`src/hdl/nmu_pkg.sv`:
```
// Shared constants, types and a helper function of the Nesterov momentum update unit.
package nmu_pkg;

	localparam int NUM_PARAMS = 1024;
	localparam int MEM_AW     = $clog2(NUM_PARAMS);
	localparam int CLR_W      = MEM_AW + 1;
	localparam int IDX_W      = 10;
	localparam int VAL_W      = 32;
	localparam int RATE_W     = 16;
	localparam int RATE_SHIFT = 16;
	localparam int RND_HALF   = 1 << (RATE_SHIFT - 1);
	localparam int PROD_W     = VAL_W + RATE_W;
	localparam int SUM_W      = PROD_W + 1;
	localparam int TERM_W     = PROD_W + 2;
	localparam int WIDE_W     = 40;
	localparam int OUTQ_DEPTH = 8;
	localparam int QAW        = $clog2(OUTQ_DEPTH);
	localparam int LVL_W      = $clog2(OUTQ_DEPTH + 1);
	localparam int CNT_W      = LVL_W + 1;
	localparam int PADDR_W    = 4;
	localparam int DATA_W     = 32;

	typedef logic [RATE_W-1:0]        rate_t;
	typedef logic signed [VAL_W-1:0]  val_t;
	typedef logic signed [PROD_W-1:0] prod_t;
	typedef logic signed [SUM_W-1:0]  sum_t;
	typedef logic signed [TERM_W-1:0] term_t;
	typedef logic signed [WIDE_W-1:0] wide_t;
	typedef logic [LVL_W-1:0]         lvl_t;
	typedef logic [CNT_W-1:0]         cnt_t;

	typedef enum logic [PADDR_W-3:0] {
		REG_LR  = 2'd0,
		REG_MOM = 2'd1,
		REG_WD  = 2'd2
	} reg_idx_t;

	typedef struct packed {
		rate_t step_rate;
		rate_t momentum;
		rate_t decay_rate;
	} cfg_t;

	typedef struct packed {
		logic [IDX_W-1:0] param_index;
		val_t             gradient;
		val_t             param_value;
		logic             reg_mask;
		logic             last_in;
	} in_item_t;

	typedef struct packed {
		logic [IDX_W-1:0] out_index;
		val_t             new_param;
		val_t             new_velocity;
		logic             last_out;
	} out_item_t;

	typedef struct packed {
		lvl_t level;
	} outq_stat_t;

	// Clamps a wide signed value to the 32-bit signed range.
	function automatic val_t sat_val(input wide_t x);
		logic hi_ones;
		logic hi_zeros;
		hi_ones  = &x[WIDE_W-1:VAL_W-1];
		hi_zeros = ~|x[WIDE_W-1:VAL_W-1];
		if (hi_ones || hi_zeros)
			return x[VAL_W-1:0];
		else if (x[WIDE_W-1])
			return {1'b1, {(VAL_W-1){1'b0}}};
		else
			return {1'b0, {(VAL_W-1){1'b1}}};
	endfunction

endpackage

```
`src/hdl/nmu_cfg.sv`:
```
// APB register file holding the learning rate, momentum and weight decay.
module nmu_cfg (
	input  logic                        clk,
	input  logic                        arst_n,
	input  logic                        psel,
	input  logic                        penable,
	input  logic                        pwrite,
	input  logic [nmu_pkg::PADDR_W-1:0] paddr,
	input  logic [nmu_pkg::DATA_W-1:0]  pwdata,
	output logic [nmu_pkg::DATA_W-1:0]  prdata,
	output logic                        pready,
	output nmu_pkg::cfg_t               cfg
);

	nmu_pkg::cfg_t cfg_q;
	logic          wr_en;

	assign pready = 1'b1;
	assign wr_en  = psel && penable && pwrite;
	assign cfg    = cfg_q;

	always_ff @(posedge clk or negedge arst_n) begin
		if (!arst_n) begin
			cfg_q.step_rate  <= nmu_pkg::rate_t'(655);
			cfg_q.momentum   <= nmu_pkg::rate_t'(58982);
			cfg_q.decay_rate <= '0;
		end else if (wr_en) begin
			case (paddr[nmu_pkg::PADDR_W-1:2])
				nmu_pkg::REG_LR:  cfg_q.step_rate  <= pwdata[nmu_pkg::RATE_W-1:0];
				nmu_pkg::REG_MOM: cfg_q.momentum   <= pwdata[nmu_pkg::RATE_W-1:0];
				nmu_pkg::REG_WD:  cfg_q.decay_rate <= pwdata[nmu_pkg::RATE_W-1:0];
				default: ;
			endcase
		end
	end

	always_comb begin
		case (paddr[nmu_pkg::PADDR_W-1:2])
			nmu_pkg::REG_LR:  prdata = nmu_pkg::DATA_W'(cfg_q.step_rate);
			nmu_pkg::REG_MOM: prdata = nmu_pkg::DATA_W'(cfg_q.momentum);
			nmu_pkg::REG_WD:  prdata = nmu_pkg::DATA_W'(cfg_q.decay_rate);
			default:          prdata = '0;
		endcase
	end

endmodule

```
`config.mk`:
```
export PLATFORM = sky130hd
export DESIGN_NAME = nmu_cfg
export DESIGN_NICKNAME = d
export VERILOG_FILES = /design/src/hdl/nmu_pkg.sv /design/src/hdl/nmu_cfg.sv
export SDC_FILE = /design/constraint.sdc
export NUM_CORES = 1
export LEC_CHECK = 0
export CAP_MARGIN = 5
export CORE_MARGIN = 2
export CORE_UTILIZATION = 67
export CTS_CLUSTER_SIZE = 30
export DETAILED_ROUTE_END_ITERATION = 16
export DONT_BUFFER_PORTS = 1
export GPL_TIMING_DRIVEN = 0
export PLACE_DENSITY = 0.84
export REMOVE_ABC_BUFFERS = 1
export SLEW_MARGIN = 10
export SYNTH_ARGS = -nofsm -noshare
export SYNTH_HDL_FRONTEND = slang
export SYNTH_SLANG_ARGS = --single-unit
```
`constraint.sdc`:
```
create_clock -name clk -period 2.8 [get_ports clk]
set_clock_uncertainty 0.15 [all_clocks]
set_input_delay 0.14 -clock clk [delete_from_list [all_inputs] [get_ports clk]]
set_output_delay 0.14 -clock clk [all_outputs]
set_load 0.005 [all_outputs]
```
Word level (Yosys, flattened, before mapping)
Cells that the tools add are included.

storage, ports and cells
  bits in writable memories = 0
  memory bits (read-only) = 0
  bits in latches = 0
  output and inout port bits = 81
  register bits = 48
  memories kept = 0
  word-level logic and storage cells = 12
  input bits = 41

cells by class
  magnitude comparators = 0
  bitwise operators = 0
  multiply operators = 0
  reductions and logical operators = 6
  divide/modulo/power cells = 0
  equality and inequality tests = 2
  add/subtract/negate cells = 0
  shifts and indexed selects = 0
  multiplexer cells = 1

operators by type and width
  cell                                                             count
  16-bit case mux with 3 select lines                              1
  2-bit AND reduction                                              3
  2-bit by 1-bit == test with 1-bit output, second input constant  1
  2-bit == test, second input constant                             1
  1-bit logical AND                                                2
  2-bit zero test                                                  1

Depth between registers and ports, before layout
Gate-level depths: netlist of run 1.

  word-level depth = 3
  depth in mapped cells = 5
  gate-level depth less buffers = 3

Worst setup path after synthesis of run 1
No wires, ideal clock.

  path kind = input to register
  start = in paddr[3] in the netlist's numbering
  end = reg cfg_q, in the netlist cfg[10]
  stages on the path = 4
  setup time = 0.125 ns
  slack = 1.282 ns
  arrival time = 1.243 ns
  path buffers = 2
  cells stage by stage = buf_2 > nor3b_2 > buf_4 > mux2_2

on the way
  longest elaborated chain between the ends = 2

RTL lines
  item                           line           RTL
  from (decl)                    nmu_cfg.sv:8   input logic [nmu_pkg::PADDR_W-1:0] paddr,
  2-bit == test                  nmu_cfg.sv:28  case (paddr[nmu_pkg::PADDR_W-1:2])
  2-bit AND reduction (no line)  -
  to (decl)                      nmu_cfg.sv:15  nmu_pkg::cfg_t cfg_q;

Every way passes these cells.
A chain may end at the register's enable or synchronous reset.

Worst setup path in the final report of run 1
  start = in paddr[3] in the netlist's numbering
  end = reg cfg_q, in the netlist cfg[34]

on the way
  longest elaborated chain between the ends = 2

RTL lines
  item                           line
  2-bit zero test                nmu_cfg.sv:28
  2-bit AND reduction (no line)  -

Every way passes these cells.

==> out/metrics.yaml, run 1 <==
postPlaceCellArea_mm2: 0.00228
finish.utilization_pct: 76.0
std_cell_rows: 21
ir_drop_worst_vdd_uv: 491
first_global_vias: 1441
yosys_most_used_dff: "dfrtp_1"
critical-path-slowest-cell: "nor3_4"
max_clock_buf_depth: 2
h-tree-depth: 2
buffer_ports.inserted: 0
min_path_type: "in -> reg"
cts_tree: "yes"
dieArea_mm2: 0.00400
grt.overflow.total: 0
routed_via_count: 1416
cp-end-kind: "register"
stdcell_area_mm2: 0.00256
wl_um: 4890
critical_path.max_stage_delay_ns: 0.73
antenna_cells: 0
final_period_minus_worst_setup_slack_ns: 2.31
design.portCount: 122
worstPathCellList: "dlygate4sd3_1, nor3_4, dlygate4sd3_1, mux2_2"
detail_route.drc_violations: 0
insertion_delay_of_the_later_clocked_pin_in_the_worst_skew_pair_ns: 0.35
fmaxAchievable_mhz: 434
layout-drive-gt1-share_pct: 37.6
relative_slew_margins_pct: 37.5
synth.ff_latch_count: 48
worstSetupStartpointType: "primary input"
drtPass1Iterations: 4
drv_cap: 0
largest_register_ffs: 48
finalCritPeriodShare_pct: 82.3
final_net_count: 234
cts-buffers-inserted: 5
die_height_um: 63.2
post_synth_inst_count: 178
total_power_divided_by_cell_area_mw_per_mm2: 671
hold_viol: 0
initial_core_util_pct: 69.9
tightestPinTransition_ns: 0.937
avgRoutedWirePerCell_um: 20.4
slew_viol_final: 0
totalNegativeSetupSlack_ns: 0
crit_arrival_ns: 2.45
critPathRequiredTime_ns: 2.94
cell_area_after_synthesis_mm2: 0.00235
drt-initial-drc-count: 39
cp_max_fo: 20
run_status: "completed"
tritoncts_num_sinks: 48
worstSetupPathType: "in -> reg"
number_of_different_library_cells_in_the_post_synthesis_netlist: 19
path_clk_slew_ns: 0.13
sum_of_met3_wire_segment_lengths_after_detailed_routing_um: 309
synth.yosys.seq_area_share_pct: 51.9
grt_antenna_before_repair: 0
grt_start_max_net_pins: 49
grt_usage_pct: 24.8
cell_at_the_root_of_the_clock_tree: "clkbuf_4"
mostFrequentLayoutCell: "mux2_2"
syn-mean-instance-area_um2: 13.2
post_drt_via_cell_ratio: 5.90
setup_viol_count_final: 0
dominant_cell_type_by_count_on_the_critical_path: "dlygate4sd3_1"
wire_length_of_the_first_global_routing_pass_um: 7470
mostFrequentLayoutCells: "mux2_2, dfrtp_1, dlygate4sd3_1"
last_weighted_congestion_value_of_the_routability_driven_placer: 0.620
standard_cell_core_area_mm2: 0.00336
met1Wirelength_um: 1840
routed_length_on_met2_um: 2670
count_of_flip_flops_with_a_built_in_enable_after_synthesis: 0
area_growth_pct: 8.73
yosys_warnings: 0
n_fill_cell: 228
grt_setup_unrepaired: "false"
power.leakage_nw: 1.15
asyncSetResetFlopFracSynth_pct: 100
postRouteAntennaNets: 0
die_w_um: 63.2
routed.top_layer: "met4"
## critical path, delay by kind of cell
| family | cells | cell delay, ns |
|---|---|---|
| buffers and inverters | 2 | 1.25 |
| multiplexers | 1 | 0.33 |
| AND/OR/NAND/NOR | 1 | 0.73 |
## area by class of cell
cell class	instances	area (um^2)	share of cell area [%]
clock buffer	7	55.1	2.15
sequential	48	1220	47.7
multi-input combinational	118	998	39.1
clock inverter	1	7.51	0.294
timing repair buffer	20	218	8.52
tap	46	57.6	2.25
## through the flow
step,instances,power (mW),worst slack (ns),hold WS [ns]
final,240,1.72,0.495,0.0102
after global routing,240,1.80,0.413,0.00637
after CTS,238,1.72,1.25,0.00451
after detailed placement,212,1.35,0.906,-0.305
after global placement,212,1.32,0.666,-0.305
after floorplan,166,1.27,1.14,-0.306
## path summary, 6_finish.rpt
| check | endpoint | from | slack [ns] | depth (start not counted) |
|---|---|---|---|---|
| setup / recovery | cfg[34] | paddr[3] | 0.49 | 4 |
| hold / removal | cfg[39] | paddr[2] | 0.01 | 2 |
| setup reg to reg | cfg[20] | cfg[20] | 1.82 | 1 |
| hold reg to reg | cfg[38] | cfg[38] | 0.43 | 1 |
| max in group asynchronous | cfg[31] | arst_n | 2.06 | 2 |
| min in group asynchronous | cfg[9] | arst_n | 0.17 | 2 |
## layer usage
layer / vias up / track usage (%)
met1: 724 / 27.4
met4: 0 / 6.52
met2: 69 / 47.1
li1: 614 / -
met5: - / 0
met3: 9 / 6.25
## kinds of logic after synthesis
family	after synthesis	synth area share, %
and+or+nand+nor	21	4.42
buffers and inverters	27	8.57
AOI/OAI and AO/OA	16	3.41
other	2	0.319
muxes	64	31.4
DFF	48	51.9
## synth_stat cells (2+ instances only)
library cell  number  share of area, %
buf_2              2              0.43
buf_6              2              0.96
dfstp_2           15                17
mux2_2            38                18
o21ai_0           15               3.2
dfrtp_1           33                35
mux2_4            10               6.4
conb_1             2              0.32
clkbuf_1           3              0.48
mux2i_1           16               6.8
buf_4             19               6.1
nand2_1           16               2.6
## repair_timing
action / CTS / global route
setup buffers: 0 / 0
hold endpoints to repair: 96 / 1
hold buffers: 18 / 2
gates resized for setup: 0 / 0
## power by group
group,switching (mW),internal (mW)
combinational,0.122,0.198
sequential,0.172,0.893
clock,0.207,0.123
(Power assumes the default switching activity.)
==> inputs of run 2 (changes only) <==
--- a/config.mk
+++ b/config.mk
@@ -7,12 +7,12 @@
 export LEC_CHECK = 0
 export CAP_MARGIN = 5
 export CORE_MARGIN = 2
-export CORE_UTILIZATION = 67
+export CORE_UTILIZATION = 56
 export CTS_CLUSTER_SIZE = 30
 export DETAILED_ROUTE_END_ITERATION = 16
 export DONT_BUFFER_PORTS = 1
 export GPL_TIMING_DRIVEN = 0
-export PLACE_DENSITY = 0.84
+export PLACE_DENSITY = 0.75
 export REMOVE_ABC_BUFFERS = 1
 export SLEW_MARGIN = 10
 export SYNTH_ARGS = -nofsm -noshare
==> constraint.sdc (replaced) <==
create_clock -name clk -period 2.1 [get_ports clk]
set_clock_uncertainty 0.15 [all_clocks]
set_input_delay 0.105 -clock clk [delete_from_list [all_inputs] [get_ports clk]]
set_output_delay 0.105 -clock clk [all_outputs]
set_load 0.005 [all_outputs]
==> out/metrics.yaml, run 2 (synthesis results as in run 1) <==
initial_core_util_pct: 58.4
mostFrequentLayoutCells: "mux2_2, dfrtp_1, conb_1, dlygate4sd3_1"
grt_start_max_net_pins: 49
max_clock_buf_depth: 2
postRouteAntennaNets: 0
dieArea_mm2: 0.00473
area_growth_pct: 10.0
slew_viol_final: 0
hold_viol: 0
place_hpwl_um: 3130
final_net_count: 232
grt_setup_unrepaired: "false"
buffer_ports.inserted: 0
worst_slack_placed_ns: 0.208
hp-start: "paddr[2]"
reg2reg_setup_slack_ns: 1.14
hold_depth: 2
critical-path-slowest-cell: "or3b_1"
design.portCount: 122
cp_max_fo: 16
critical_path.max_stage_delay_ns: 0.85
h-tree-depth: 2
drv_cap: 0
min_path_type: "in -> reg"
post-route-worst-setup-slack_ns: 0.513
cts_tree: "yes"
routed_via_count: 1375
avgRoutedWirePerCell_um: 20.1
worstSetupStartpointType: "primary input"
power.leakage_nw: 1.16
grt_usage_pct: 20.9
final_period_minus_worst_setup_slack_ns: 1.59
drt-initial-drc-count: 51
run_status: "completed"
finalCritPeriodShare_pct: 75.6
antenna_cells: 0
path_clk_slew_ns: 0.08
cts-buffers-inserted: 5
layout-drive-gt1-share_pct: 38.0
cp-end-kind: "register"
die_height_um: 68.8
crit-reg2reg-capture: "cfg[16]"
hold-path-endpoint: "cfg[46]"
place_inst: 216
detail_route.drc_violations: 0
wl_um: 4870
largest_register_ffs: 48
std_cell_rows: 23
total_power_divided_by_cell_area_mw_per_mm2: 953
layoutNonFillerInstCount: 242
r2r_start: "cfg[16]"
drtPass1Iterations: 4
setup_viol_count_final: 0
worstPathCellList: "nand3_1, or3b_1, mux2_4"
post_drt_via_cell_ratio: 5.68
mostFrequentLayoutCell: "mux2_2"
worst_r2r_path_depth: 1
post-cts-setup-buffers: 0
first_global_vias: 1472
ir_drop_worst_vdd_uv: 602
totalNegativeSetupSlack_ns: 0
tritoncts_num_sinks: 48
hold-worst-slack_ns: 0.0431
cell_at_the_root_of_the_clock_tree: "clkbuf_8"
insertion_delay_of_the_later_clocked_pin_in_the_worst_skew_pair_ns: 0.28
critPathRequiredTime_ns: 2.12
crit_arrival_ns: 1.61
relative_slew_margins_pct: 32.7
standard_cell_core_area_mm2: 0.00403
wire_length_of_the_first_global_routing_pass_um: 7120
worstSetupPathType: "in -> reg"
last_weighted_congestion_value_of_the_routability_driven_placer: 0.624
die_w_um: 68.8
grt_antenna_before_repair: 0
grt.overflow.total: 0
tightestPinTransition_ns: 1.01
fmaxAchievable_mhz: 630
==> run 2: cell count changes in the layout (fill, tap and decap cells not counted), sizes merged <==
cell / before / now
dlygate4sd3: 19 / 17
bufinv: 0 / 1
clkbuf: 7 / 6
clkinv: 0 / 1
clkinvlp: 1 / 0
==> run 2: critical path, delay by kind of cell <==
family | cells | cell delay [ns]
AND/OR/NAND/NOR | 2 | 1.03
multiplexers | 1 | 0.46
==> run 2: how the worst max path moves through the flow <==
stage | from | to | slack, ns
after global placement | pwrite | cfg[0] | 0.02
final | pwrite | cfg[28] | 0.51
after floorplan | pwrite | cfg[0] | 0.48
after CTS | pwrite | cfg[28] | 0.52
after global routing | pwrite | cfg[28] | 0.44
after detailed placement | pwrite | cfg[28] | 0.21
==> run 2: cell type report <==
cell class,instances,area (um^2)
multi-input combinational,118,998
fill,324,1440
clock buffer,6,72.6
sequential,48,1220
timing repair buffer,18,198
clock inverter,2,35.0
tap,50,62.6
==> run 2: power breakdown <==
part	internal, mW	switching [mW]	leakage, nW
Sequential	1.19	0.222	0.562
Clock	0.353	0.272	0.0552
Combinational	0.263	0.162	0.543
Total	1.81	0.656	1.16
==> run 2: stage by stage <==
stage	power [mW]	instance area (um^2)	utilization, %
after floorplan	1.69	2210	-
after global placement	1.76	2270	56.3
after detailed placement	1.81	2280	56.6
after CTS	2.49	2590	64.2
after global routing	2.60	2590	64.2
final	2.46	2590	64.2
==> run 2: repair_timing <==
action,CTS,global route
resized for setup,0,0
hold buffers,18,0
endpoints found under the hold margin,96,0
==> run 2: metal layers <==
metal  vias to the layer above  global-route usage, %  wire, um
met5                         -                      0         0
met4                         0                   6.37        14
met3                         2                   6.17       374
met2                        71                   38.0      2480
met1                       694                   23.6      2000
li1                        608                      -         -
