$ cat src/hdl/nmu_pkg.sv
// Shared constants, types and a helper function of the Nesterov momentum update unit.
package nmu_pkg;

	localparam int NUM_PARAMS = 1024;
	localparam int MEM_AW     = $clog2(NUM_PARAMS);
	localparam int CLR_W      = MEM_AW + 1;
	localparam int IDX_W      = 10;
	localparam int VAL_W      = 32;
	localparam int RATE_W     = 16;
	localparam int RATE_SHIFT = 16;
	localparam int RND_HALF   = 1 << (RATE_SHIFT - 1);
	localparam int PROD_W     = VAL_W + RATE_W;
	localparam int SUM_W      = PROD_W + 1;
	localparam int TERM_W     = PROD_W + 2;
	localparam int WIDE_W     = 40;
	localparam int OUTQ_DEPTH = 8;
	localparam int QAW        = $clog2(OUTQ_DEPTH);
	localparam int LVL_W      = $clog2(OUTQ_DEPTH + 1);
	localparam int CNT_W      = LVL_W + 1;
	localparam int PADDR_W    = 4;
	localparam int DATA_W     = 32;

	typedef logic [RATE_W-1:0]        rate_t;
	typedef logic signed [VAL_W-1:0]  val_t;
	typedef logic signed [PROD_W-1:0] prod_t;
	typedef logic signed [SUM_W-1:0]  sum_t;
	typedef logic signed [TERM_W-1:0] term_t;
	typedef logic signed [WIDE_W-1:0] wide_t;
	typedef logic [LVL_W-1:0]         lvl_t;
	typedef logic [CNT_W-1:0]         cnt_t;

	typedef enum logic [PADDR_W-3:0] {
		REG_LR  = 2'd0,
		REG_MOM = 2'd1,
		REG_WD  = 2'd2
	} reg_idx_t;

	typedef struct packed {
		rate_t step_rate;
		rate_t momentum;
		rate_t decay_rate;
	} cfg_t;

	typedef struct packed {
		logic [IDX_W-1:0] param_index;
		val_t             gradient;
		val_t             param_value;
		logic             reg_mask;
		logic             last_in;
	} in_item_t;

	typedef struct packed {
		logic [IDX_W-1:0] out_index;
		val_t             new_param;
		val_t             new_velocity;
		logic             last_out;
	} out_item_t;

	typedef struct packed {
		lvl_t level;
	} outq_stat_t;

	// Clamps a wide signed value to the 32-bit signed range.
	function automatic val_t sat_val(input wide_t x);
		logic hi_ones;
		logic hi_zeros;
		hi_ones  = &x[WIDE_W-1:VAL_W-1];
		hi_zeros = ~|x[WIDE_W-1:VAL_W-1];
		if (hi_ones || hi_zeros)
			return x[VAL_W-1:0];
		else if (x[WIDE_W-1])
			return {1'b1, {(VAL_W-1){1'b0}}};
		else
			return {1'b0, {(VAL_W-1){1'b1}}};
	endfunction

endpackage

$ cat src/hdl/nmu_if.sv


interface nmu_out_if;
	logic                      valid;
	logic                      ready;
	logic [nmu_pkg::IDX_W-1:0] out_index;
	nmu_pkg::val_t             new_param;
	nmu_pkg::val_t             new_velocity;
	logic                      last_out;

	modport source (output valid, out_index, new_param, new_velocity, last_out,
		input ready);
	modport sink (input valid, out_index, new_param, new_velocity, last_out,
		output ready);
endinterface

$ cat src/hdl/nmu_outq.sv
// Result queue that decouples the update pipeline from the result channel.
module nmu_outq (
	input  logic                clk,
	input  logic                arst_n,
	input  logic                push,
	input  nmu_pkg::out_item_t  push_item,
	output nmu_pkg::outq_stat_t q_stat,
	nmu_out_if.source           results
);

	nmu_pkg::out_item_t      buf_q [nmu_pkg::OUTQ_DEPTH];
	logic [nmu_pkg::QAW-1:0] wr_ptr_q;
	logic [nmu_pkg::QAW-1:0] rd_ptr_q;
	nmu_pkg::lvl_t           level_q;
	logic                    pop;
	nmu_pkg::out_item_t      head;

	assign pop  = results.valid && results.ready;
	assign head = buf_q[rd_ptr_q];

	always_ff @(posedge clk or negedge arst_n) begin
		if (!arst_n) begin
			wr_ptr_q <= '0;
			rd_ptr_q <= '0;
			level_q  <= '0;
		end else begin
			if (push)
				wr_ptr_q <= wr_ptr_q + nmu_pkg::QAW'(1);
			if (pop)
				rd_ptr_q <= rd_ptr_q + nmu_pkg::QAW'(1);
			level_q <= level_q + nmu_pkg::lvl_t'(push) - nmu_pkg::lvl_t'(pop);
		end
	end

	always_ff @(posedge clk) begin
		if (push)
			buf_q[wr_ptr_q] <= push_item;
	end

	assign q_stat.level         = level_q;
	assign results.valid        = (level_q != '0);
	assign results.out_index    = head.out_index;
	assign results.new_param    = head.new_param;
	assign results.new_velocity = head.new_velocity;
	assign results.last_out     = head.last_out;

endmodule

$ cat src/flat_wrapper.sv
// flat-port wrapper written by rule: the top's interface ports become plain ports
module nmu_outq_flat 
  (clk, arst_n, push, push_item, q_stat, results_valid, results_out_index, results_new_param, results_new_velocity, results_last_out, results_ready);
  nmu_out_if results_i ();
  input  logic clk;
  input  logic arst_n;
  input  logic push;
  input  nmu_pkg::out_item_t push_item;
  output nmu_pkg::outq_stat_t q_stat;
  output wire logic [$bits(results_i.valid)-1:0] results_valid;
  output wire logic [$bits(results_i.out_index)-1:0] results_out_index;
  output wire logic [$bits(results_i.new_param)-1:0] results_new_param;
  output wire logic [$bits(results_i.new_velocity)-1:0] results_new_velocity;
  output wire logic [$bits(results_i.last_out)-1:0] results_last_out;
  input wire logic [$bits(results_i.ready)-1:0] results_ready;
  assign results_valid = results_i.valid;
  assign results_out_index = results_i.out_index;
  assign results_new_param = results_i.new_param;
  assign results_new_velocity = results_i.new_velocity;
  assign results_last_out = results_i.last_out;
  assign results_i.ready = results_ready;
  nmu_outq u_core (.clk(clk), .arst_n(arst_n), .push(push), .push_item(push_item), .q_stat(q_stat), .results(results_i));
endmodule
$ cat config.mk
export PLATFORM = sky130hd
export DESIGN_NAME = nmu_outq_flat
export DESIGN_NICKNAME = d
export VERILOG_FILES = /design/src/hdl/nmu_pkg.sv /design/src/hdl/nmu_if.sv /design/src/hdl/nmu_outq.sv /design/src/flat_wrapper.sv
export SDC_FILE = /design/constraint.sdc
export NUM_CORES = 1
export LEC_CHECK = 0
export BUFFER_PORTS_ARGS = -buffer_cell sky130_fd_sc_hd__buf_2
export CAP_MARGIN = 25
export CORE_ASPECT_RATIO = 0.8
export CORE_MARGIN = 3
export CORE_UTILIZATION = 40
export CTS_CLUSTER_DIAMETER = 120
export DETAILED_ROUTE_END_ITERATION = 10
export GPL_ROUTABILITY_DRIVEN = 0
export PLACE_DENSITY = 0.7
export SLEW_MARGIN = 10
export SYNTH_ARGS = -nofsm -noshare
export SYNTH_HDL_FRONTEND = slang
export SYNTH_SLANG_ARGS = --single-unit
$ cat constraint.sdc
create_clock -name clk -period 6.75 [get_ports clk]
set_input_delay 0.675 -clock clk [delete_from_list [all_inputs] [get_ports clk]]
set_output_delay 0.675 -clock clk [all_outputs]
set_load 0.01 [all_outputs]
; ---- Yosys cells after proc, flatten, opt, wreduce, memory -nomap -nowiden
; Memories as Yosys holds them, arrays and structs flattened.
; Cells that the tools add are included.
[classes]
n_reduce_logical = 2
mux = 2
add_sub_neg = 4
[ops]
columns = cell, n
row1 = $add A3 B1 Y3 const B, 2
row2 = $add A4 B1 Y4, 1
row3 = $reduce_bool A4 Y1, 1
row4 = $sub A4 B1 Y4, 1
row5 = $mux W1, 2
row6 = $logic_and A1 B1 Y1, 1
[totals]
word_cells = 12
n_memories = 1
regBits = 10
ram_bits = 600
[memory_table]
columns = name, depth, word_bits, read_ports, rd_ports_with_merged_regs, write_ports, line_no
row1 = u_core.buf_q, 8, 75, 1, 0, 1, nmu_outq.sv:11  ; nmu_pkg::out_item_t buf_q [nmu_pkg::OUTQ_DEPTH];

; ---- Depth between registers and ports, before layout
; Gate-level depths: netlist (run 1).
[logic_depth]
depth_word = 3
mapped_depth = 11
depth_no_buf = 11

; ---- Least setup slack after synthesis (run 1)
; OpenSTA, ideal clock, no wires.
[synth_path]
path_type = input to register
start = input port push
end = memory u_core.buf_q[0][0] (netlist name) (enable)
t_arrival_ps = 5857
required_ps = 6150
setup_slack_ps = 293
cell_stages = 2
n_path_buf = 0
cell_sequence = nand2b_1 -> nor3_1
[synth_between]
elab_chain_len = 2
[synth_rtl]
columns = item, line_no
row1 = start: declaration, flat_wrapper.sv:7  ; input logic push;
row2 = $mux W1, nmu_outq.sv:36  ; if (push)
row3 = $mux W1 (implied by the code), nmu_outq.sv:37  ; buf_q[wr_ptr_q] <= push_item;
row4 = end: declaration, nmu_outq.sv:11
; Every way passes these cells.

; ---- Final worst setup path (run 1)
[layout_path]
start = register u_core.rd_ptr_q[0] (netlist name)
end = output port results_new_param[16]
[layout_between]
elab_chain_len = 1
[layout_rtl]
columns = item, line_no
row1 = start: declaration, nmu_outq.sv:13  ; logic [nmu_pkg::QAW-1:0] rd_ptr_q;
row2 = start signal: assignment, nmu_outq.sv:30  ; rd_ptr_q <= rd_ptr_q + nmu_pkg::QAW'(1);
row3 = $mem_v2 Z8 W75, --
row4 = end: declaration, flat_wrapper.sv:12  ; output wire logic [$bits(results_i.new_param)-1:0] results_new_param;
; Every way passes these cells.

==> run_summary.xml, run 1 <==
<?xml version="1.0" encoding="UTF-8"?>
<metrics>
  <group name="synth">
    <metric name="post_synthesis_sequential_area_ratio" unit="">0.792</metric>
    <metric name="post-synth-top-area-fraction" unit="">0.782</metric>
    <metric name="post_synth_main_area_contributors" unit="">edfxtp_1 (78%), mux4_2 (15%), mux2_2 (3.8%)</metric>
    <metric name="postSynth.asyncResetShare" unit="">0.0164</metric>
    <metric name="most_frequently_used_cell_type_in_the_post_synthesis_netlist" unit="">edfxtp_1</metric>
    <metric name="flip_flop_and_latch_count_after_synthesis" unit="">610</metric>
    <metric name="post-synth-top-area-cell" unit="">edfxtp_1</metric>
    <metric name="synth_top_flop_cell" unit="">edfxtp_1</metric>
    <metric name="synth-warning-count" unit="">0</metric>
    <metric name="synthesis.area_per_instance" unit="um2">25.0</metric>
    <metric name="synth_cell_types" unit="">21</metric>
    <metric name="synth_enable_flop_cells" unit="">600</metric>
    <metric name="post_synth_inst_count" unit="">921</metric>
    <metric name="syn_area" unit="mm2">0.0231</metric>
    <metric name="synth.cells.most_frequent" unit="">edfxtp_1 (600), mux4_2 (150), mux2_2 (77), buf_2 (16), clkbuf_1 (14)</metric>
    <metric name="synthesis.nets" unit="">1008</metric>
  </group>
  <group name="timing">
    <metric name="fmax" unit="MHz">253</metric>
    <metric name="timing.final.hold_violations" unit="">0</metric>
    <metric name="final_min_period_over_clock_period" unit="">0.585</metric>
    <metric name="max-slew-margin-rel" unit="">0.336</metric>
    <metric name="finalMaxSlewViolations" unit="">0</metric>
    <metric name="totalNegativeSetupSlack" unit="ns">0</metric>
    <metric name="final.min_clock_period" unit="ns">3.95</metric>
    <metric name="number_of_setup_violations_in_the_final_report" unit="">0</metric>
    <metric name="rsz0062_at_grt" unit="">no</metric>
    <metric name="worst_slack" unit="ns">2.80</metric>
    <metric name="worst_slew_pin_slew" unit="ns">0.996</metric>
    <metric name="worst_clock_skew" unit="ns">0.0220</metric>
  </group>
  <group name="status">
    <metric name="status" unit="">complete, no violations</metric>
  </group>
  <group name="clock_tree">
    <metric name="clk_path_buf_depth" unit="">3</metric>
    <metric name="clock_sink_count" unit="">610</metric>
    <metric name="h-tree-depth" unit="">2</metric>
    <metric name="clockRootBuffer" unit="">clkbuf_16</metric>
    <metric name="cts.reportedPaths.clkPinSlew" unit="ns">0.07</metric>
    <metric name="cts_inserted_buffers" unit="">58</metric>
    <metric name="tritoncts" unit="">done</metric>
    <metric name="worstSkewPairLatency" unit="ns">0.61</metric>
    <metric name="postCtsSetupRepairBufs" unit="">0</metric>
  </group>
  <group name="route">
    <metric name="detailroute.wirelength.met2" unit="um">21600</metric>
    <metric name="dr_total_vias" unit="">10000</metric>
    <metric name="wire_length_the_detailed_router_placed_on_met1" unit="um">19200</metric>
    <metric name="antenna_left" unit="">0</metric>
    <metric name="postRouteWirelength" unit="um">44300</metric>
    <metric name="vias_per_cell" unit="">5.21</metric>
    <metric name="dr.max_layer_used" unit="">met5</metric>
    <metric name="met3RoutedLength" unit="um">2580</metric>
    <metric name="wl_per_cell" unit="um">23.0</metric>
    <metric name="drt_iter0_markers" unit="">885</metric>
    <metric name="drc_errors" unit="">0</metric>
    <metric name="drt_pre_antenna_iters" unit="">4</metric>
  </group>
  <group name="critical_path">
    <metric name="crit_path_end_kind" unit="">primary output</metric>
    <metric name="r2r_slack" unit="ns">4.11</metric>
    <metric name="timing.critical_path.arrival" unit="ns">3.27</metric>
    <metric name="worst-path-max-fanout" unit="">40</metric>
    <metric name="worstReg2RegStart" unit="">u_core.wr_ptr_q[1]$_DFFE_PN0P_</metric>
    <metric name="worst-endpoint-required" unit="ns">6.07</metric>
    <metric name="setup.worst_path.start" unit="">u_core.rd_ptr_q[0]$_DFFE_PN0P_</metric>
    <metric name="criticalPathCategory" unit="">flip-flop to primary output</metric>
    <metric name="crit_path_start_kind" unit="">flip-flop</metric>
    <metric name="worst_reg_to_reg_path_cell_count" unit="">4</metric>
  </group>
  <group name="cells_and_area">
    <metric name="synthToLayoutAreaGrowth" unit="%">15.9</metric>
    <metric name="final_net_count" unit="">1205</metric>
    <metric name="final_layout_size_suffix_gt1_frac" unit="">0.429</metric>
  </group>
  <group name="pwr">
    <metric name="peakVddDrop" unit="mV">0.522</metric>
    <metric name="power.density" unit="mW/mm2">434</metric>
    <metric name="report.power.total" unit="W">0.0116</metric>
    <metric name="power.leakage" unit="nW">8.65</metric>
  </group>
  <group name="floorplan">
    <metric name="core_area" unit="mm2">0.0569</metric>
    <metric name="num_rows" unit="">78</metric>
    <metric name="start_util" unit="">0.405</metric>
    <metric name="dieArea" unit="mm2">0.0606</metric>
    <metric name="die_x" unit="um">274</metric>
    <metric name="floorplan.io_pins" unit="">159</metric>
    <metric name="dieHeight" unit="um">221</metric>
  </group>
  <group name="global_route">
    <metric name="grt_usage" unit="">0.148</metric>
    <metric name="grt_remaining_overflow" unit="">0</metric>
    <metric name="wire_length_of_the_first_global_routing_pass" unit="um">66700</metric>
    <metric name="grt_start_max_net_pins" unit="">151</metric>
    <metric name="first_global_vias" unit="">10700</metric>
    <metric name="antenna_found_initial" unit="">5</metric>
  </group>
  <group name="hold_path">
    <metric name="min_path_type" unit="">primary input to flip-flop</metric>
    <metric name="worst_hold_startpoint" unit="">push_item[5]</metric>
    <metric name="hold_path_depth" unit="">1</metric>
  </group>
  <group name="place">
    <metric name="post-place-ws" unit="ns">3.35</metric>
    <metric name="numPortBuffers" unit="">158</metric>
    <metric name="hpwl" unit="um">23000</metric>
  </group>
  <group name="flow_run">
    <metric name="drv.max_cap_violation_count" unit="">0</metric>
  </group>
</metrics>
## sequential cells by signal (all words and copies together), names as in the netlist
signal and flops:
u_core.buf_q 600, u_core.rd_ptr_q 3, u_core.wr_ptr_q 3, u_core.q_stat 4
## worst max-delay path, stage by stage, from the launching register on
cell	delay [ns]
dfrtp_4	0.83
buf_4	0.72
mux4_2	0.61
mux2_2	0.28
buf_2	0.14
## worst paths after layout
check,end
max,results_new_param[16]
min,u_core.buf_q[0][5]$_DFFE_PP_
max reg2reg,u_core.buf_q[4][30]$_DFFE_PP_
min reg2reg,u_core.rd_ptr_q[2]$_DFFE_PN0P_
max in group asynchronous,u_core.rd_ptr_q[0]$_DFFE_PN0P_
min in group asynchronous,u_core.q_stat[3]$_DFF_PN0_
## per-stage QoR
step           cells  cell area, um2  hold slack (ns)   util
2_1_floorplan    921           23100            0.379      -
3_3_place_gp    1817           24800            0.526  0.436
3_5_place_dp    1817           24800            0.540  0.436
4_1_cts         1927           26700            0.289  0.469
5_1_grt         1927           26700            0.318  0.469
6_report        1928           26700            0.337  0.469
## cells by family (layout without fill, tap and decap cells)
group	after synthesis	count (layout)	synth area share
compound gates	2	2	0.000543
xor+xnor	6	6	0.00228
fa+ha+maj	8	8	0.00467
buf+inv	51	297	0.0124
flops	610	610	0.792
mux	227	227	0.184
other cells	0	1	0
simple gates	17	17	0.00347
## cells in the final DEF, fill, tap and decap left out, types with 2 or more instances in the layout
master / instances
edfxtp_1: 600
buf_2: 158
mux4_2: 150
mux2_2: 77
clkbuf_16: 59
buf_4: 18
clkinv_1: 13
clkbuf_1: 12
clkinv_2: 10
inv_1: 9
bufinv_16: 8
ha_1: 7
dfrtp_1: 7
nor2_4: 6
xnor2_1: 4
nand2_1: 4
nand2b_1: 3
clkinv_4: 3
clkinvlp_4: 3
dfrtp_4: 3
xor2_1: 2
nor3_2: 2
buf_12: 2
## what timing repair did
item	CTS	global route
resized for setup	0	0
hold buffers	1	0
setup endpoints to repair	0	0
endpoints found under the hold margin	10	0
## report_power, final
group,total (W),internal (W),switching [W],leakage (nW)
sequential,0.00500,0.00476,0.000235,5.56
clock,0.00326,0.00191,0.00135,0.931
combinational,0.00334,0.00164,0.00170,2.16
## area by class of cell
cell class	count	area, um2
diodes	1	2.50
clock buffers	71	1520
clock inverters	38	397
fillers	4590	30200
inverters	9	33.8
multi-input cells	260	4550
flip-flops and latches	610	18300
well taps	760	951
repair buffers	179	976
## layer usage
layer	vias up	global-route usage
li1	4330	-
met3	81	0.0339
met2	242	0.237
met1	5379	0.207
met5	-	0
met4	8	0.0410
No activity file was read; power rests on OpenSTA's default activity.
==> run 2: changes to the inputs <==
clock period = 3.4 ns   (was 6.75 ns; I/O delays follow)
==> run 2 against run 1 <==
  * Cell count up 4.6%
  * Register-to-register slack worse by 3.3 ns
  * Clock skew decreased by 0.0054 ns
  * Combinational power up 110%
  * Sequential power grew 100%
  * Critical path depth grew 1
  * Via count is 2.7% higher
==> run_summary.xml, run 2 (same netlist as run 1, synthesis figures left out) <==
<?xml version="1.0" encoding="UTF-8"?>
<metrics>
  <group name="floorplan">
    <metric name="num_rows" unit="">78</metric>
    <metric name="floorplan.io_pins" unit="">159</metric>
    <metric name="core_area" unit="mm2">0.0569</metric>
    <metric name="start_util" unit="">0.405</metric>
    <metric name="dieHeight" unit="um">221</metric>
    <metric name="die_x" unit="um">274</metric>
    <metric name="dieArea" unit="mm2">0.0606</metric>
  </group>
  <group name="critical_path">
    <metric name="timing.critical_path.arrival" unit="ns">2.80</metric>
    <metric name="worst-path-max-fanout" unit="">24</metric>
    <metric name="worst-endpoint-required" unit="ns">3.06</metric>
    <metric name="criticalPathCategory" unit="">flip-flop to primary output</metric>
    <metric name="crit_path_end_kind" unit="">primary output</metric>
    <metric name="crit_path_start_kind" unit="">flip-flop</metric>
    <metric name="worst_reg_to_reg_path_cell_count" unit="">11</metric>
  </group>
  <group name="hold_path">
    <metric name="min_path_type" unit="">primary input to flip-flop</metric>
    <metric name="hold_path_depth" unit="">1</metric>
  </group>
  <group name="pwr">
    <metric name="clock_power_share" unit="">0.267</metric>
    <metric name="cell_internal_pwr" unit="W">0.0166</metric>
    <metric name="power.net_switching" unit="W">0.00657</metric>
    <metric name="power.density" unit="mW/mm2">835</metric>
    <metric name="power.leakage" unit="nW">9.07</metric>
    <metric name="peakVddDrop" unit="mV">0.489</metric>
    <metric name="comb_power_share" unit="">0.302</metric>
    <metric name="report.power.total" unit="W">0.0232</metric>
    <metric name="netSwitchingFraction" unit="">0.284</metric>
    <metric name="pwr-share-seq" unit="">0.431</metric>
  </group>
  <group name="global_route">
    <metric name="gr-usage-met1" unit="">0.217</metric>
    <metric name="grt_usage" unit="">0.151</metric>
    <metric name="grt_start_max_net_pins" unit="">76</metric>
    <metric name="antenna_found_initial" unit="">5</metric>
    <metric name="first_global_vias" unit="">10900</metric>
    <metric name="grt_remaining_overflow" unit="">0</metric>
    <metric name="grt.busiest_layer" unit="">met2</metric>
    <metric name="wire_length_of_the_first_global_routing_pass" unit="um">68200</metric>
    <metric name="grt_util_met3" unit="">0.0278</metric>
    <metric name="grt_util_met2" unit="">0.239</metric>
  </group>
  <group name="timing">
    <metric name="totalNegativeSetupSlack" unit="ns">0</metric>
    <metric name="max-slew-margin-rel" unit="">0.376</metric>
    <metric name="final.min_clock_period" unit="ns">3.14</metric>
    <metric name="finalMaxSlewViolations" unit="">0</metric>
    <metric name="worst_clock_skew" unit="ns">0.0166</metric>
    <metric name="final_min_period_over_clock_period" unit="">0.923</metric>
    <metric name="worst_slew_pin_slew" unit="ns">0.936</metric>
    <metric name="rsz0062_at_grt" unit="">no</metric>
    <metric name="number_of_setup_violations_in_the_final_report" unit="">0</metric>
    <metric name="fmax" unit="MHz">319</metric>
    <metric name="timing.final.hold_violations" unit="">0</metric>
  </group>
  <group name="place">
    <metric name="numPortBuffers" unit="">158</metric>
    <metric name="hpwl" unit="um">24300</metric>
  </group>
  <group name="cells_and_area">
    <metric name="regMostFlops" unit="">u_core.buf_q</metric>
    <metric name="layout.filler_cells" unit="">4540</metric>
    <metric name="layout.cells.most_common_list" unit="">edfxtp_1 (600), buf_2 (158), mux4_2 (150)</metric>
    <metric name="max_ffs_per_register" unit="">600</metric>
    <metric name="final_net_count" unit="">1293</metric>
    <metric name="layout_commonest_cell" unit="">edfxtp_1</metric>
    <metric name="final_layout_size_suffix_gt1_frac" unit="">0.411</metric>
    <metric name="synthToLayoutAreaGrowth" unit="%">20.3</metric>
  </group>
  <group name="route">
    <metric name="antenna_left" unit="">0</metric>
    <metric name="drt_pre_antenna_iters" unit="">5</metric>
    <metric name="postRouteWirelength" unit="um">45100</metric>
    <metric name="drc_errors" unit="">0</metric>
    <metric name="dr_total_vias" unit="">10300</metric>
    <metric name="drt_iter0_markers" unit="">705</metric>
    <metric name="wl_per_cell" unit="um">22.4</metric>
    <metric name="vias_per_cell" unit="">5.11</metric>
  </group>
  <group name="clock_tree">
    <metric name="h-tree-depth" unit="">2</metric>
    <metric name="cts_inserted_buffers" unit="">58</metric>
    <metric name="worstSkewPairLatency" unit="ns">0.60</metric>
    <metric name="cts.reportedPaths.clkPinSlew" unit="ns">0.06</metric>
    <metric name="clockRootBuffer" unit="">clkbuf_16</metric>
    <metric name="clock_sink_count" unit="">610</metric>
    <metric name="tritoncts" unit="">done</metric>
    <metric name="clk_path_buf_depth" unit="">3</metric>
  </group>
  <group name="flow_run">
    <metric name="drv.max_cap_violation_count" unit="">0</metric>
  </group>
  <group name="status">
    <metric name="status" unit="">complete, no violations</metric>
  </group>
</metrics>
## run 2: cell types whose count changed in the layout (fill, tap and decap cells not counted), sizes merged
cell         previous run  this run
dlygate4sd3             1        70
buf                   178       197
bufinv                  8         4
clkbuf                 71        74
diode                   1         4
clkinv                 26        24
clkinvlp                3         4
## run 2: layer usage
metal | wire, um | share of wire
met4 | 783 | 0.017
met5 | 0 | 0
met3 | 2040 | 0.045
met1 | 20700 | 0.46
met2 | 21600 | 0.48
## run 2: final cells by class
cell class,instances,area (um2),area share
clock buffer,74,1580,0.0568
tap,760,951,0.0343
clock inverter,33,268,0.00965
antenna,4,10.0,0.000361
multi-input combinational,260,4570,0.165
sequential,610,18300,0.659
inverter,9,33.8,0.00122
timing repair buffer,267,2060,0.0742
## run 2: path summary, 6_finish.rpt
kind                                                 from                              to  slack [ns]
setup / recovery           u_core.rd_ptr_q[0]$_DFFE_PN0P_            results_new_param[3]        0.26
hold / removal                              push_item[69]   u_core.buf_q[6][69]$_DFFE_PP_        0.04
setup reg to reg               u_core.q_stat[2]$_DFF_PN0_      u_core.q_stat[2]$_DFF_PN0_        0.81
hold reg to reg            u_core.wr_ptr_q[1]$_DFFE_PN0P_  u_core.wr_ptr_q[1]$_DFFE_PN0P_        0.58
max in group asynchronous                          arst_n  u_core.rd_ptr_q[0]$_DFFE_PN0P_        3.04
min in group asynchronous                          arst_n      u_core.q_stat[2]$_DFF_PN0_        0.14
## run 2: metrics by stage
stage | setup slack [ns] | hold WS [ns] | instance area, um2 | utilization | instances
CTS | 0.166 | 0.000129 | 27700 | 0.487 | 2013
global route | 0.0887 | 0.0148 | 27700 | 0.487 | 2015
finish | 0.260 | 0.0357 | 27700 | 0.488 | 2017
global placement | 0.836 | 0.211 | 25200 | 0.443 | 1836
floorplan | -0.865 | 0.0444 | 23100 | - | 921
detailed placement | 0.822 | 0.216 | 25200 | 0.443 | 1836
## run 2: power groups by stage
| stage | Sequential, W | Clock, W | Combinational [W] |
|---|---|---|---|
| 5_1_grt | 0.0101 | 0.00665 | 0.00755 |
| 4_1_cts | 0.0100 | 0.00635 | 0.00718 |
| 3_3_place_gp | 0.0101 | 0 | 0.00702 |
| 6_report | 0.00998 | 0.00619 | 0.00700 |
| 3_5_place_dp | 0.0101 | 0 | 0.00709 |
| 2_1_floorplan | 0.00988 | 0 | 0.00483 |
## run 2: what timing repair did
item | 4_1_cts | 5_1_grt
resized for setup | 0 | 0
hold buffers | 70 | 0
buffers inserted | 0 | 0
endpoints found under the hold margin | 543 | 0
## run 2: critical path: stages, from the launching register on
cell,delay (ns)
dfrtp_4,0.73
buf_12,0.30
buf_12,0.20
mux4_2,0.50
mux2_2,0.28
buf_2,0.14
